## src/design/itbs_pkg.sv

```systemverilog
// Shared types and constants for the integer to base string converter.
// No dependencies; imported by every module of the block.
package itbs_pkg;

  localparam int MAX_WIDTH  = 32;
  localparam int MAX_BUFFER = 1024;

  localparam int DEC_DIGITS = 10;
  localparam int HEX_DIGITS = 8;
  localparam int VALUE_W    = 32;
  localparam int BCD_W      = 4 * DEC_DIGITS;
  localparam int NDIG_W     = 4;
  localparam int CNT_W      = 5;
  localparam int QDEPTH     = 2;
  localparam int QPTR_W     = 1;

  localparam logic [7:0] ASCII_ZERO  = 8'd48;
  localparam logic [7:0] HEX_OFFSET  = 8'd87;
  localparam logic [7:0] ASCII_MINUS = 8'h2D;
  localparam logic [3:0] RADIX_DEC   = 4'd10;

  typedef enum logic [1:0] {
    F_IDLE,
    F_CONV,
    F_PUSH
  } front_state_t;

  typedef logic [3:0] digit_t;

  // One conversion ready to print: digits least significant first
  typedef struct packed {
    logic                          neg;
    digit_t [DEC_DIGITS-1:0]       digits;
    logic [NDIG_W-1:0]             ndig;
    logic [5:0]                    pad;
    logic [5:0]                    len;
    logic [5:0]                    emit;
  } job_t;

  function automatic logic [7:0] digit_char(input digit_t d);
    if (d < RADIX_DEC) begin
      return ASCII_ZERO + {4'd0, d};
    end
    return HEX_OFFSET + {4'd0, d};
  endfunction

endpackage

```

## src/design/itbs_front.sv

```systemverilog
// Front end: accepts a word, classifies sign and base, runs the serial
// binary to BCD conversion and pushes a print job. Depends on itbs_pkg.
module itbs_front import itbs_pkg::*; (
  input  logic        clk,
  input  logic        rst,
  input  logic        in_valid,
  output logic        in_ready,
  input  logic        cmd,
  input  logic [31:0] value,
  input  logic        base_is_hex,
  input  logic [5:0]  field_width,
  input  logic [10:0] buffer_space,
  output logic        push,
  input  logic        full,
  output job_t        job
);

  front_state_t state, state_next;

  logic               neg;
  logic               hex;
  logic [VALUE_W-1:0] mag;
  logic [VALUE_W-1:0] sh;
  logic [BCD_W-1:0]   bcd;
  logic [CNT_W-1:0]   cnt;
  logic [5:0]         width;
  logic [10:0]        space;

  logic               accept;
  logic [VALUE_W-1:0] mag_in;
  logic [BCD_W-1:0]   bcd_adj;
  digit_t [DEC_DIGITS-1:0] dig;
  logic [NDIG_W-1:0]  ndig;
  logic [5:0]         wadj;
  logic [5:0]         pad;
  logic [5:0]         len;
  logic [10:0]        space_m1;
  logic [5:0]         emit;

  assign accept = in_valid && in_ready;
  assign mag_in = (cmd && value[VALUE_W-1]) ? (~value + 32'd1) : value;

  // Add three to every BCD digit of five or more before the shift
  always_comb begin
    for (int i = 0; i < DEC_DIGITS; i++) begin
      if (bcd[4*i +: 4] >= 4'd5) begin
        bcd_adj[4*i +: 4] = bcd[4*i +: 4] + 4'd3;
      end else begin
        bcd_adj[4*i +: 4] = bcd[4*i +: 4];
      end
    end
  end

  always_comb begin
    for (int i = 0; i < DEC_DIGITS; i++) begin
      if (hex) begin
        dig[i] = (i < HEX_DIGITS) ? mag[4*(i % HEX_DIGITS) +: 4] : 4'd0;
      end else begin
        dig[i] = bcd[4*i +: 4];
      end
    end
    ndig = NDIG_W'(1);
    for (int i = 1; i < DEC_DIGITS; i++) begin
      if (dig[i] != 4'd0) begin
        ndig = NDIG_W'(i + 1);
      end
    end
    // The sign takes one place of the minimum width
    if (neg) begin
      wadj = (width == 6'd0) ? 6'd0 : width - 6'd1;
    end else begin
      wadj = width;
    end
    pad = (wadj > {2'd0, ndig}) ? wadj - {2'd0, ndig} : 6'd0;
    len = {5'd0, neg} + pad + {2'd0, ndig};
    space_m1 = space - 11'd1;
    if (space == 11'd0) begin
      emit = 6'd0;
    end else if ({5'd0, len} > space_m1) begin
      emit = space_m1[5:0];
    end else begin
      emit = len;
    end
  end

  always_comb begin
    job.neg    = neg;
    job.digits = dig;
    job.ndig   = ndig;
    job.pad    = pad;
    job.len    = len;
    job.emit   = emit;
  end

  always_ff @(posedge clk) begin
    if (rst) begin
      state <= F_IDLE;
    end else begin
      state <= state_next;
    end
  end

  always_comb begin
    state_next = state;
    in_ready   = 1'b0;
    push       = 1'b0;
    unique case (state)
      F_IDLE: begin
        in_ready = 1'b1;
        if (in_valid) begin
          state_next = base_is_hex ? F_PUSH : F_CONV;
        end
      end
      F_CONV: begin
        if (cnt == CNT_W'(VALUE_W - 1)) begin
          state_next = F_PUSH;
        end
      end
      F_PUSH: begin
        push = !full;
        if (!full) begin
          state_next = F_IDLE;
        end
      end
      default: state_next = F_IDLE;
    endcase
  end

  always_ff @(posedge clk) begin
    if (accept) begin
      neg   <= cmd && value[VALUE_W-1];
      hex   <= base_is_hex;
      mag   <= mag_in;
      sh    <= mag_in;
      bcd   <= '0;
      cnt   <= '0;
      width <= (field_width > 6'(MAX_WIDTH)) ? 6'(MAX_WIDTH) : field_width;
      space <= (buffer_space > 11'(MAX_BUFFER)) ? 11'(MAX_BUFFER) : buffer_space;
    end else if (state == F_CONV) begin
      bcd <= {bcd_adj[BCD_W-2:0], sh[VALUE_W-1]};
      sh  <= {sh[VALUE_W-2:0], 1'b0};
      cnt <= cnt + CNT_W'(1);
    end
  end

endmodule

```

## src/design/itbs_queue.sv

```systemverilog
// Two-entry job queue between the converter and the character emitter.
// Depends on itbs_pkg for the job type and depth.
module itbs_queue import itbs_pkg::*; (
  input  logic clk,
  input  logic rst,
  input  logic push,
  input  job_t push_job,
  output logic full,
  input  logic pop,
  output logic empty,
  output job_t head
);

  job_t              entries [QDEPTH];
  logic [QPTR_W-1:0] wptr;
  logic [QPTR_W-1:0] rptr;
  logic [QPTR_W:0]   count;

  assign full  = (count == (QPTR_W+1)'(QDEPTH));
  assign empty = (count == '0);
  assign head  = entries[rptr];

  always_ff @(posedge clk) begin
    if (rst) begin
      wptr  <= '0;
      rptr  <= '0;
      count <= '0;
    end else begin
      if (push) begin
        wptr <= (wptr == QPTR_W'(QDEPTH - 1)) ? '0 : wptr + QPTR_W'(1);
      end
      if (pop) begin
        rptr <= (rptr == QPTR_W'(QDEPTH - 1)) ? '0 : rptr + QPTR_W'(1);
      end
      if (push && !pop) begin
        count <= count + (QPTR_W+1)'(1);
      end else if (pop && !push) begin
        count <= count - (QPTR_W+1)'(1);
      end
    end
  end

  always_ff @(posedge clk) begin
    if (push) begin
      entries[wptr] <= push_job;
    end
  end

endmodule

```

## src/design/itbs_back.sv

```systemverilog
// Back end: walks the head job one character a cycle into the output
// register while the output is not stalled. Depends on itbs_pkg.
module itbs_back import itbs_pkg::*; (
  input  logic       clk,
  input  logic       rst,
  input  logic       empty,
  input  job_t       head,
  output logic       pop,
  output logic       out_valid,
  input  logic       out_ready,
  output logic [7:0] out_char,
  output logic       char_valid,
  output logic       last,
  output logic [5:0] total_length
);

  logic [5:0]        idx;
  logic              load;
  logic              is_last;
  logic [5:0]        j;
  logic [5:0]        k;
  logic [NDIG_W-1:0] sel;
  logic [7:0]        ch;

  assign load    = !out_valid || out_ready;
  assign pop     = load && !empty && is_last;
  assign is_last = (head.emit == 6'd0) || (idx + 6'd1 == head.emit);

  always_comb begin
    j   = idx - {5'd0, head.neg};
    k   = j - head.pad;
    sel = head.ndig - NDIG_W'(1) - k[NDIG_W-1:0];
    if (head.emit == 6'd0) begin
      ch = 8'd0;
    end else if (head.neg && idx == 6'd0) begin
      ch = ASCII_MINUS;
    end else if (j < head.pad) begin
      ch = ASCII_ZERO;
    end else if (sel < NDIG_W'(DEC_DIGITS)) begin
      ch = digit_char(head.digits[sel]);
    end else begin
      ch = ASCII_ZERO;
    end
  end

  always_ff @(posedge clk) begin
    if (rst) begin
      out_valid <= 1'b0;
      idx       <= '0;
    end else if (load) begin
      out_valid <= !empty;
      if (!empty) begin
        idx <= is_last ? 6'd0 : idx + 6'd1;
      end
    end
  end

  // Hold the payload while a result waits
  always_ff @(posedge clk) begin
    if (load && !empty) begin
      out_char     <= ch;
      char_valid   <= (head.emit != 6'd0);
      last         <= is_last;
      total_length <= head.len;
    end
  end

endmodule

```

## src/design/integer_to_base_string.sv

```systemverilog
// Top level of the integer to base string converter: front end, job queue
// and character emitter. Depends on itbs_pkg, itbs_front, itbs_queue, itbs_back.
//
//   channel | handshake            | payload
//   input   | in_valid / in_ready  | cmd, value, base_is_hex, field_width, buffer_space
//   output  | out_valid / out_ready| out_char, char_valid, last, total_length
//
// A decimal word runs serial BCD shifts over all bits of the value in one
// shared add-three step, between accept and push; a hex word goes straight
// from accept to push. The emitter sends one character a cycle while the
// output is not stalled. Reset clears the state machine, queue pointers and
// output valid. A stalled output holds the emitter; the two-entry queue lets
// the front end keep converting meanwhile.
module integer_to_base_string import itbs_pkg::*; (
  input  logic        clk,
  input  logic        rst,
  input  logic        in_valid,
  output logic        in_ready,
  input  logic        cmd,
  input  logic [31:0] value,
  input  logic        base_is_hex,
  input  logic [5:0]  field_width,
  input  logic [10:0] buffer_space,
  output logic        out_valid,
  input  logic        out_ready,
  output logic [7:0]  out_char,
  output logic        char_valid,
  output logic        last,
  output logic [5:0]  total_length
);

  logic push;
  logic full;
  logic pop;
  logic empty;
  job_t push_job;
  job_t head;

  itbs_front u_front (
    .clk          (clk),
    .rst          (rst),
    .in_valid     (in_valid),
    .in_ready     (in_ready),
    .cmd          (cmd),
    .value        (value),
    .base_is_hex  (base_is_hex),
    .field_width  (field_width),
    .buffer_space (buffer_space),
    .push         (push),
    .full         (full),
    .job          (push_job)
  );

  itbs_queue u_queue (
    .clk      (clk),
    .rst      (rst),
    .push     (push),
    .push_job (push_job),
    .full     (full),
    .pop      (pop),
    .empty    (empty),
    .head     (head)
  );

  itbs_back u_back (
    .clk          (clk),
    .rst          (rst),
    .empty        (empty),
    .head         (head),
    .pop          (pop),
    .out_valid    (out_valid),
    .out_ready    (out_ready),
    .out_char     (out_char),
    .char_valid   (char_valid),
    .last         (last),
    .total_length (total_length)
  );

endmodule
```

## config.mk

```make
export PLATFORM = sky130hd
export DESIGN_NAME = integer_to_base_string
export DESIGN_NICKNAME = d
export VERILOG_FILES = /design/src/design/itbs_pkg.sv /design/src/design/itbs_front.sv /design/src/design/itbs_queue.sv /design/src/design/itbs_back.sv /design/src/design/integer_to_base_string.sv
export SDC_FILE = /design/constraint.sdc
export NUM_CORES = 1
export LEC_CHECK = 0
export BUFFER_PORTS_ARGS = -buffer_cell sky130_fd_sc_hd__buf_2
export CORE_UTILIZATION = 30
export DETAILED_ROUTE_END_ITERATION = 8
export PLACE_DENSITY = 0.52
export SETUP_SLACK_MARGIN = 0.2
export SLEW_MARGIN = 20
export SYNTH_ARGS = -nofsm -noshare
export SYNTH_HDL_FRONTEND = slang
export SYNTH_SLANG_ARGS = --single-unit
export TNS_END_PERCENT = 20
```

## constraint.sdc

```tcl
create_clock -name clk -period 10.8 [get_ports clk]
set_clock_uncertainty 0.1 [all_clocks]
set_input_delay 2.16 -clock clk [delete_from_list [all_inputs] [get_ports clk]]
set_output_delay 2.16 -clock clk [all_outputs]
set_load 0.005 [all_outputs]
```

==> flow_summary.yaml, run 1 <==
outcome:
  status: "finished, violations left"
  violations: "DRC"
worst_hold_path:
  hp-class: "register to register"
setup_path:
  slowest_stage: "o211ai_1"
  path_max_fanout: 62
  max_stage_delay_ps: 690
  crit_type: "register to register"
  cp_top_family: "compound AO/OA/AOI/OAI gates"
  end_kind: "register"
  worst_setup_path_start_kind: "register"
  required_ps: 10920
  crit_buf_inv: 3
  crit_arrival_ps: 7850
timing:
  timing.slew.headroom_pct: 32.7
  setup_violations: 0
  maxSlewViolCount: 0
  tightest_slew_ps: 1010
  fin_setup_tns_ps: 0
  rsz0062_at_grt: "no"
  setup_ws_ps: 3070
  finalCritPeriodShare_pct: 71.6
  holdWs_ps: 358
  max_freq_mhz: 129
  fin_crit_ps: 7730
  hold_viol_final: 0
clock_tree:
  ctsResizeCount: 0
  clk_path_buf_depth: 3
  cts.reportedPaths.clkPinSlew_ps: 60
  clockRootBuffer: "clkbuf_16"
  cts_tree: "done"
  hold_buffers: 0
  cts_made_buffers: 34
  clk_latency_ps: 520
  cts_setup_buffers: 0
  htree_levels: 2
  clkSinkCount: 283
power:
  p_total_mw: 3.11
  power.leakage_nw: 5.93
  peakVddDrop_v: 0.0000841
  power.density_mw_per_mm2: 191
layout:
  final_core_util_pct: 34.9
  synthToLayoutAreaGrowth_pct: 14.7
  drive_above_1_share_pct: 16.3
  diodes: 0
  layout_common_cells: "edfxtp_1 (224), nand2_1 (128), nor2_1 (84)"
  layout_commonest_cell: "edfxtp_1"
  design_area_mm2: 0.0163
  instances_no_fill: 1907
  fin_nets: 1391
drt:
  wl_per_cell_um: 15.9
  wirelength_mm: 30.2
  drt_iter0_drc: 522
  vias_per_cell: 4.80
  num_vias: 9156
  final_antenna_net_count: 0
  first_pass_iters: 7
  drc_errors: 8
synth:
  syn_nets: 1322
  ys_types: 77
  synth_seq_cells: 283
  synth_warnings: 0
  ys_seq_area_share_pct: 55.7
  netlist_area_mm2: 0.0142
  synthArstFlopShare_pct: 0
  synth_area_per_cell_um2: 11.8
  synth.area.top_cells: "edfxtp_1 (47%), dfxtp_1 (8.3%), ha_1 (4.8%)"
  synth_area_leader_cell: "edfxtp_1"
  synth_edf_count: 224
  ys.flop_type: "edfxtp_1"
  synth_cells: 1207
  yosysTopAreaCellShare_pct: 47.4
placement:
  place_ws_ps: 3050
  place_hpwl_mm: 20.9
  portBuffers: 71
  place_area_mm2: 0.0152
  place_inst: 1847
  gp_congestion: 0.822
global_route:
  overflow: 0
  grt_first_pass_wirelength_mm: 48.7
  antenna_found_initial: 0
  first_global_vias: 8970
  grt_usage_pct: 12.8
  grt_max_degree: 73
run:
  cap_violations: 0
floorplan:
  start_util_pct: 30.4
  die-area_mm2: 0.0482
  rows: 79
  die_width_um: 220
  die_y_um: 220
  io_pins: 73
  core_area_mm2: 0.0467
## sequential cells by signal, summed over array words and instances (netlist names), 2 cells and up, named ones only
register and cells:
u_back.idx 6, u_back.out_char 7, u_back.total_length 6, u_front.bcd 40, u_front.cnt 5, u_front.mag 32, u_front.sh 32, u_front.space 11
u_front.state 2, u_front.width 6, u_queue.count 2, u_queue.entries 126
## cell type report
type | count | area, um2
sequential | 283 | 7910
tap | 607 | 759
timing repair buffer | 80 | 423
fill | 4648 | 30400
clock buffer | 41 | 908
clock inverter | 19 | 184
inverter | 61 | 230
multi-input combinational | 816 | 5870
## worst reg2reg max path, stage by stage, from the launching register on
cell and delay, ps:
edfxtp_1 510, buf_4 360, or4_1 480, o2bb2ai_1 240, o311ai_0 200, a211oi_2 620, ha_1 310, inv_1 60
fa_1 400, a21o_1 210, a21o_1 210, and2_1 180, o21ai_0 400, inv_1 150, ha_1 310, and2_1 190
nand3_1 90, o21ai_0 80, a41o_1 240, o21ai_0 190, xnor2_1 140, ha_1 220, or3_1 360, o211ai_1 690
nand4b_1 160, o221ai_1 250, nor3_2 70
## Yosys cell counts, types with 3 or more instances
| cell | n |
|---|---|
| nand2b_1 | 17 |
| mux4_2 | 22 |
| a21oi_2 | 3 |
| xor2_1 | 41 |
| xnor2_1 | 40 |
| dfxtp_1 | 59 |
| and3_1 | 6 |
| o21a_1 | 7 |
| buf_1 | 13 |
| clkbuf_1 | 26 |
| nand3_1 | 39 |
| nor2b_1 | 28 |
| nand4_1 | 4 |
| nand3b_1 | 4 |
| a21oi_1 | 63 |
| mux2_2 | 34 |
| o22ai_1 | 3 |
| edfxtp_1 | 224 |
| or4_1 | 9 |
| inv_1 | 60 |
| nor2_1 | 85 |
| a211oi_1 | 5 |
| nor3b_1 | 4 |
| a21o_1 | 5 |
| ha_1 | 54 |
| o31ai_1 | 5 |
| o21ai_0 | 72 |
| nor3_1 | 20 |
| o32ai_1 | 9 |
| nor4_1 | 18 |
| buf_2 | 3 |
| mux2i_1 | 22 |
| and2_1 | 8 |
| a31oi_1 | 5 |
| nand2_1 | 128 |
| buf_6 | 3 |
| fa_1 | 6 |
| or3_1 | 4 |
## per-layer routing
layer / vias up / track usage, % / routed length (um) / share of wire (%)
li1: 4552 / - / - / -
met5: - / 0 / 0 / 0
met4: 0 / 3.61 / 635 / 2.1
met2: 155 / 21.3 / 14100 / 47
met3: 45 / 2.06 / 1090 / 3.6
met1: 4404 / 17.2 / 14400 / 48
## power breakdown
part | internal [mW] | total [mW] | switching, mW
logic | 0.260 | 0.658 | 0.398
clock network | 0.673 | 1.12 | 0.446
registers | 1.30 | 1.34 | 0.0336
total | 2.24 | 3.11 | 0.877
## worst paths after layout
check | from | endpoint | slack (ps) | depth (start not counted)
worst max-delay path | u_front.hex | u_queue.entries[0][5] | 3070 | 26
worst min-delay path | u_front.cnt[4] | u_front.cnt[4] | 360 | 2
worst max register to register | u_front.hex | u_queue.entries[0][5] | 3070 | 26
worst min register to register | u_front.cnt[4] | u_front.cnt[4] | 360 | 2
## kinds of logic after synthesis
group	count (synthesis)	synth area share [%]
DFF	283	55.7
xor gates and xnor gates	83	5.31
buffers and inverters	108	3.09
other	1	0.0264
AOI/OAI and AO/OA	203	8.80
adders and majority gates	60	5.61
and+or+nand+nor	391	13.7
muxes	78	7.74
Power figures use the tool's default switching activity.
==> run 2, diff against run 1 <==
Settings changed: PLACE_DENSITY 0.52 to 0.53.
Clock period 10.8 ns to 6.85 ns, I/O delays scaled along.
==> run 2 against run 1 <==
The flow still finishes with violations (DRC). Sequential share of layout area decreased by 0.53 points. Total power increased by 62%. Non-clock buffer count increased by 16. Register-to-register slack got worse by 2500 ps. Global-route usage increased by 0.22 points. Utilization increased by 0.38 points. Fmax increased by 24%. Final area increased by 1.1%. Routed wire length increased by 1.8%. Worst hold slack improved by 2.9 ps. Largest cell class unchanged. Highest routed layer unchanged.
==> flow_summary.yaml, run 2 (synthesized netlist as in run 1, its figures left out) <==
timing:
  rsz0062_at_grt: "no"
  maxSlewViolCount: 0
  hold_viol_final: 0
  max_freq_mhz: 160
  tightest_slew_ps: 1060
  setup_violations: 0
  timing.slew.headroom_pct: 29.1
  fin_crit_ps: 6250
  setup_ws_ps: 601
  finalCritPeriodShare_pct: 91.2
drt:
  num_vias: 9203
  first_pass_iters: 7
  drc_errors: 4
  wl_per_cell_um: 16.0
  final_antenna_net_count: 0
  drt_iter0_drc: 465
  wirelength_mm: 30.8
  vias_per_cell: 4.79
floorplan:
  die_width_um: 220
  core_area_mm2: 0.0467
  die_y_um: 220
  start_util_pct: 30.4
  io_pins: 73
  die-area_mm2: 0.0482
  rows: 79
global_route:
  grt_max_degree: 73
  first_global_vias: 8899
  grt_usage_pct: 13.0
  antenna_found_initial: 0
  grt_first_pass_wirelength_mm: 49.2
  overflow: 0
layout:
  diodes: 0
  layout_common_cells: "edfxtp_1 (224), nand2_1 (128), nor2_1 (84)"
  fin_nets: 1407
  reg_top3: "u_queue.entries x126, u_front.bcd x40"
  drive_above_1_share_pct: 17.4
  num-fill-cells: 4634
  design_area_mm2: 0.0165
  layout_commonest_cell: "edfxtp_1"
  synthToLayoutAreaGrowth_pct: 16.0
  largest_reg_flops: 126
  instances_no_fill: 1923
  largest-register: "u_queue.entries"
setup_path:
  slowest_stage: "edfxtp_1"
  crit_type: "register to register"
  worst_setup_path_start_kind: "register"
  crit_arrival_ps: 6370
  rr_startpoint: "u_front.hex"
  required_ps: 6970
  max_stage_delay_ps: 490
  end_kind: "register"
  path_max_fanout: 8
  crit_buf_inv: 5
  cp_top_family: "compound AO/OA/AOI/OAI gates"
  rrSetupSlack_ps: 600
  ff2ff_path_depth: 29
  timing.rr.end: "u_queue.entries[1][4]"
placement:
  place_hpwl_mm: 21.2
  place_area_mm2: 0.0153
  portBuffers: 71
  gp_congestion: 0.800
  place_inst: 1857
  place_ws_ps: -4.10
worst_hold_path:
  whs_path_depth: 2
  worstHoldEndpoint: "u_front.cnt[4]"
  min-delay-start: "u_front.cnt[4]"
  hp-class: "register to register"
clock_tree:
  clk_path_buf_depth: 3
  htree_levels: 2
  cts_made_buffers: 34
  clkSinkCount: 283
  clockRootBuffer: "clkbuf_16"
  clk_latency_ps: 520
  cts_tree: "done"
  cts.reportedPaths.clkPinSlew_ps: 60
outcome:
  status: "finished, violations left"
  violations: "DRC"
power:
  p_total_mw: 5.04
  peakVddDrop_v: 0.000164
  power.leakage_nw: 6.03
  power.density_mw_per_mm2: 306
run:
  cap_violations: 0
==> run 2: cell types whose count changed in the layout (fill, tap and decap cells not counted), moves of 2 or more <==
cell / delta
buf_4: +16
clkinv_2: -3
a211oi_1: -2
clkbuf_1: +3
a211oi_2: +2
o2bb2ai_2: +2
bufinv_16: +2
o2bb2ai_1: -2
==> run 2: worst register-to-register path: cells and delay by family, from the launching register on <==
kind	cells	cell delay [ps]
xor gates and xnor gates	1	190
buffers and inverters	5	570
and+or+nand+nor	5	840
DFF	1	490
adders and majority gates	5	1300
AOI/OAI and AO/OA	13	2470
==> run 2: metrics by stage <==
stage / util, % / hold slack (ps) / TNS, ps
6_report: 35.3 / 361 / 0
4_1_cts: 35.2 / 362 / 0
2_1_floorplan: - / 318 / 0
5_1_grt: 35.3 / 390 / 0
3_5_place_dp: 32.7 / 336 / -8.17
3_3_place_gp: 32.7 / 336 / 0
==> run 2: worst max path at each step <==
stage                start                     to  slack (ps)  cells past startpoint
2_1_floorplan  u_front.hex  u_queue.entries[0][1]         850                     26
4_1_cts        u_front.hex  u_queue.entries[1][4]         370                     29
5_1_grt        u_front.hex  u_queue.entries[1][4]         120                     30
6_report       u_front.hex  u_queue.entries[1][4]         600                     29
3_3_place_gp   u_front.hex  u_queue.entries[0][5]         180                     25
3_5_place_dp   u_front.hex  u_queue.entries[0][5]          -4                     25
==> run 2: power breakdown <==
group,switching [mW],total [mW],internal (mW)
registers,0.0513,2.10,2.05
clock network,0.702,1.83,1.13
logic,0.660,1.10,0.444
total,1.41,5.04,3.62
==> run 2: what timing repair did <==
| item | CTS | global route |
|---|---|---|
| setup endpoints to repair | 10 | 12 |
| buffers inserted | 3 | 3 |
| hold buffers | 0 | 0 |
| gates resized for setup | 0 | 7 |
| pin swaps | 1 | 2 |
| endpoints found under the hold margin | 0 | 0 |
==> run 2: per-layer routing <==
metal / part of all wire, % / up-vias / GRT usage, %
met5: 0 / - / 0
met4: 2.7 / 0 / 4.75
met3: 4.2 / 49 / 2.29
met2: 46 / 189 / 20.7
met1: 47 / 4392 / 17.7
li1: - / 4573 / -
==> run 2: cell type report <==
type	count	area [um2]	area share (%)
Sequential cell	283	7910	48.0
Multi-Input combinational cell	816	5900	35.8
Clock buffer	43	906	5.50
Tap cell	607	759	4.61
Timing Repair Buffer	96	543	3.30
Inverter	61	230	1.40
Clock inverter	17	215	1.31
==> run 3, diff against run 2 <==
==> constraint.sdc (replaced) <==
create_clock -name clk -period 6.85 [get_ports clk]
set_clock_uncertainty 0.1 [all_clocks]
set_input_delay 0.685 -clock clk [delete_from_list [all_inputs] [get_ports clk]]
set_output_delay 0.685 -clock clk [all_outputs]
set_load 0.005 [all_outputs]
==> run 3 against run 2 <==
The run still ends with DRC left. Register-to-register slack about the same. Largest cell class unchanged. Critical path type unchanged. Total power fell by 0.77%. Final cell count about the same.
==> flow_summary.yaml, run 3 (synthesized netlist as in run 1, its figures left out) <==
timing:
  setup_violations: 0
  fin_crit_ps: 6260
  tightest_slew_ps: 1130
  hold_viol_final: 0
  finalCritPeriodShare_pct: 91.3
  timing.slew.headroom_pct: 24.6
  fin_setup_tns_ps: 0
  maxSlewViolCount: 0
  rsz0062_at_grt: "no"
  max_freq_mhz: 160
global_route:
  first_global_vias: 9119
  overflow: 0
  grt_max_degree: 83
  grt_usage_pct: 13.0
  antenna_found_initial: 0
  grt_first_pass_wirelength_mm: 49.3
setup_path:
  end_kind: "register"
  crit_type: "register to register"
  worst_setup_path_start_kind: "register"
  path_max_fanout: 7
  crit_arrival_ps: 6370
  required_ps: 6970
run:
  cap_violations: 0
layout:
  diodes: 0
  drive_above_1_share_pct: 17.8
  fin_nets: 1405
  synthToLayoutAreaGrowth_pct: 15.8
  design_area_mm2: 0.0164
  layout_common_cells: "edfxtp_1 (224), nand2_1 (128), nor2_1 (83)"
  final_core_util_pct: 35.2
  reg_top3: "u_queue.entries x126, u_front.bcd x40"
  largest-register: "u_queue.entries"
  largest_reg_flops: 126
  layout_commonest_cell: "edfxtp_1"
placement:
  gp_congestion: 0.806
  portBuffers: 71
  place_area_mm2: 0.0153
  place_hpwl_mm: 21.1
drt:
  vias_per_cell: 4.79
  final_antenna_net_count: 0
  wl_per_cell_um: 16.1
  wirelength_mm: 30.9
  drc_errors: 4
  drt_iter0_drc: 568
  num_vias: 9198
  first_pass_iters: 9
power:
  pwr-share-clk_pct: 36.0
  intPower_mw: 3.59
  pwr-share-seq_pct: 42.1
  swShare_pct: 28.2
  p_comb_share_pct: 21.8
  power_switching_mw: 1.41
  power.leakage_nw: 6.02
  power.density_mw_per_mm2: 304
  peakVddDrop_v: 0.000140
outcome:
  violations: "DRC"
  status: "finished, violations left"
floorplan:
  io_pins: 73
  rows: 79
  die_width_um: 220
  core_area_mm2: 0.0467
  die_y_um: 220
  start_util_pct: 30.4
  die-area_mm2: 0.0482
clock_tree:
  clk_path_buf_depth: 3
  cts_made_buffers: 34
  cts.reportedPaths.clkPinSlew_ps: 60
  clockRootBuffer: "clkbuf_16"
  cts_tree: "done"
  htree_levels: 2
  clkSinkCount: 283
  clk_latency_ps: 510
worst_hold_path:
  hp-class: "primary input to register"
run 3: critical path: stages (launching register included):
cell	delay, ps
edfxtp_1	490
or4_1	460
o2bb2ai_2	190
o311ai_1	140
a211oi_2	360
ha_2	250
inv_1	50
fa_1	390
a21o_1	210
a21o_1	220
and2_1	180
o31a_1	300
ha_1	210
a21oi_1	160
fa_1	230
inv_1	50
a21o_1	170
a21oi_1	220
xnor2_2	190
ha_1	310
o21a_1	180
o22ai_1	150
nor2_1	80
o211ai_1	100
buf_4	170
nand4b_1	120
o221ai_1	210
nor3_2	60
run 3: final cells by class:
| cell class | instances | area [um2] |
|---|---|---|
| Clock buffer | 41 | 908 |
| Fill cell | 4614 | 30200 |
| Inverter | 61 | 230 |
| Timing Repair Buffer | 94 | 532 |
| Multi-Input combinational cell | 816 | 5890 |
| Sequential cell | 283 | 7910 |
| Clock inverter | 20 | 211 |
| Tap cell | 607 | 759 |
run 3: worst paths after layout:
check	from	end	slack [ps]	cells after the start
worst max-delay path	u_front.hex	u_queue.entries[1][5]	590	27
worst min-delay path	value[0]	u_front.mag[0]	340	1
worst max register to register	u_front.hex	u_queue.entries[1][5]	590	27
worst min register to register	u_front.sh[31]	u_front.bcd[0]	360	2
run 3: metal layers:
layer,share of wire [%],GRT usage [%],routed length (um),up-vias
li1,-,-,-,4559
met2,46,20.9,14100,162
met4,3.1,4.84,945,0
met1,48,17.6,14800,4418
met3,3.5,1.99,1070,59
met5,0,0,0,-
run 3: power groups by stage:
stage,clock [mW],sequential [mW],combinational (mW)
after detailed placement,0,2.14,1.09
final,1.80,2.11,1.09
after CTS,1.86,2.11,1.09
after global placement,0,2.14,1.06
after floorplan,0,2.13,0.759
after global routing,1.92,2.12,1.22
run 3: metrics by stage:
stage | std cells | setup slack [ps] | power, mW | hold WS [ps]
after floorplan | 1207 | 852 | 2.89 | 318
after CTS | 1919 | 401 | 5.06 | 317
after detailed placement | 1856 | 79.1 | 3.23 | 344
after global placement | 1856 | 203 | 3.20 | 340
final | 1922 | 594 | 5.00 | 339
after global routing | 1922 | 207 | 5.26 | 327
run 3: repair_timing:
| item | in CTS | in global routing |
|---|---|---|
| endpoints found under the setup margin | 2 | 12 |
| setup buffers | 2 | 3 |
| gates cloned | 0 | 0 |
| hold buffers | 0 | 0 |
| pin swaps | 1 | 3 |
| resized for setup | 0 | 9 |
| hold endpoints to repair | 0 | 0 |
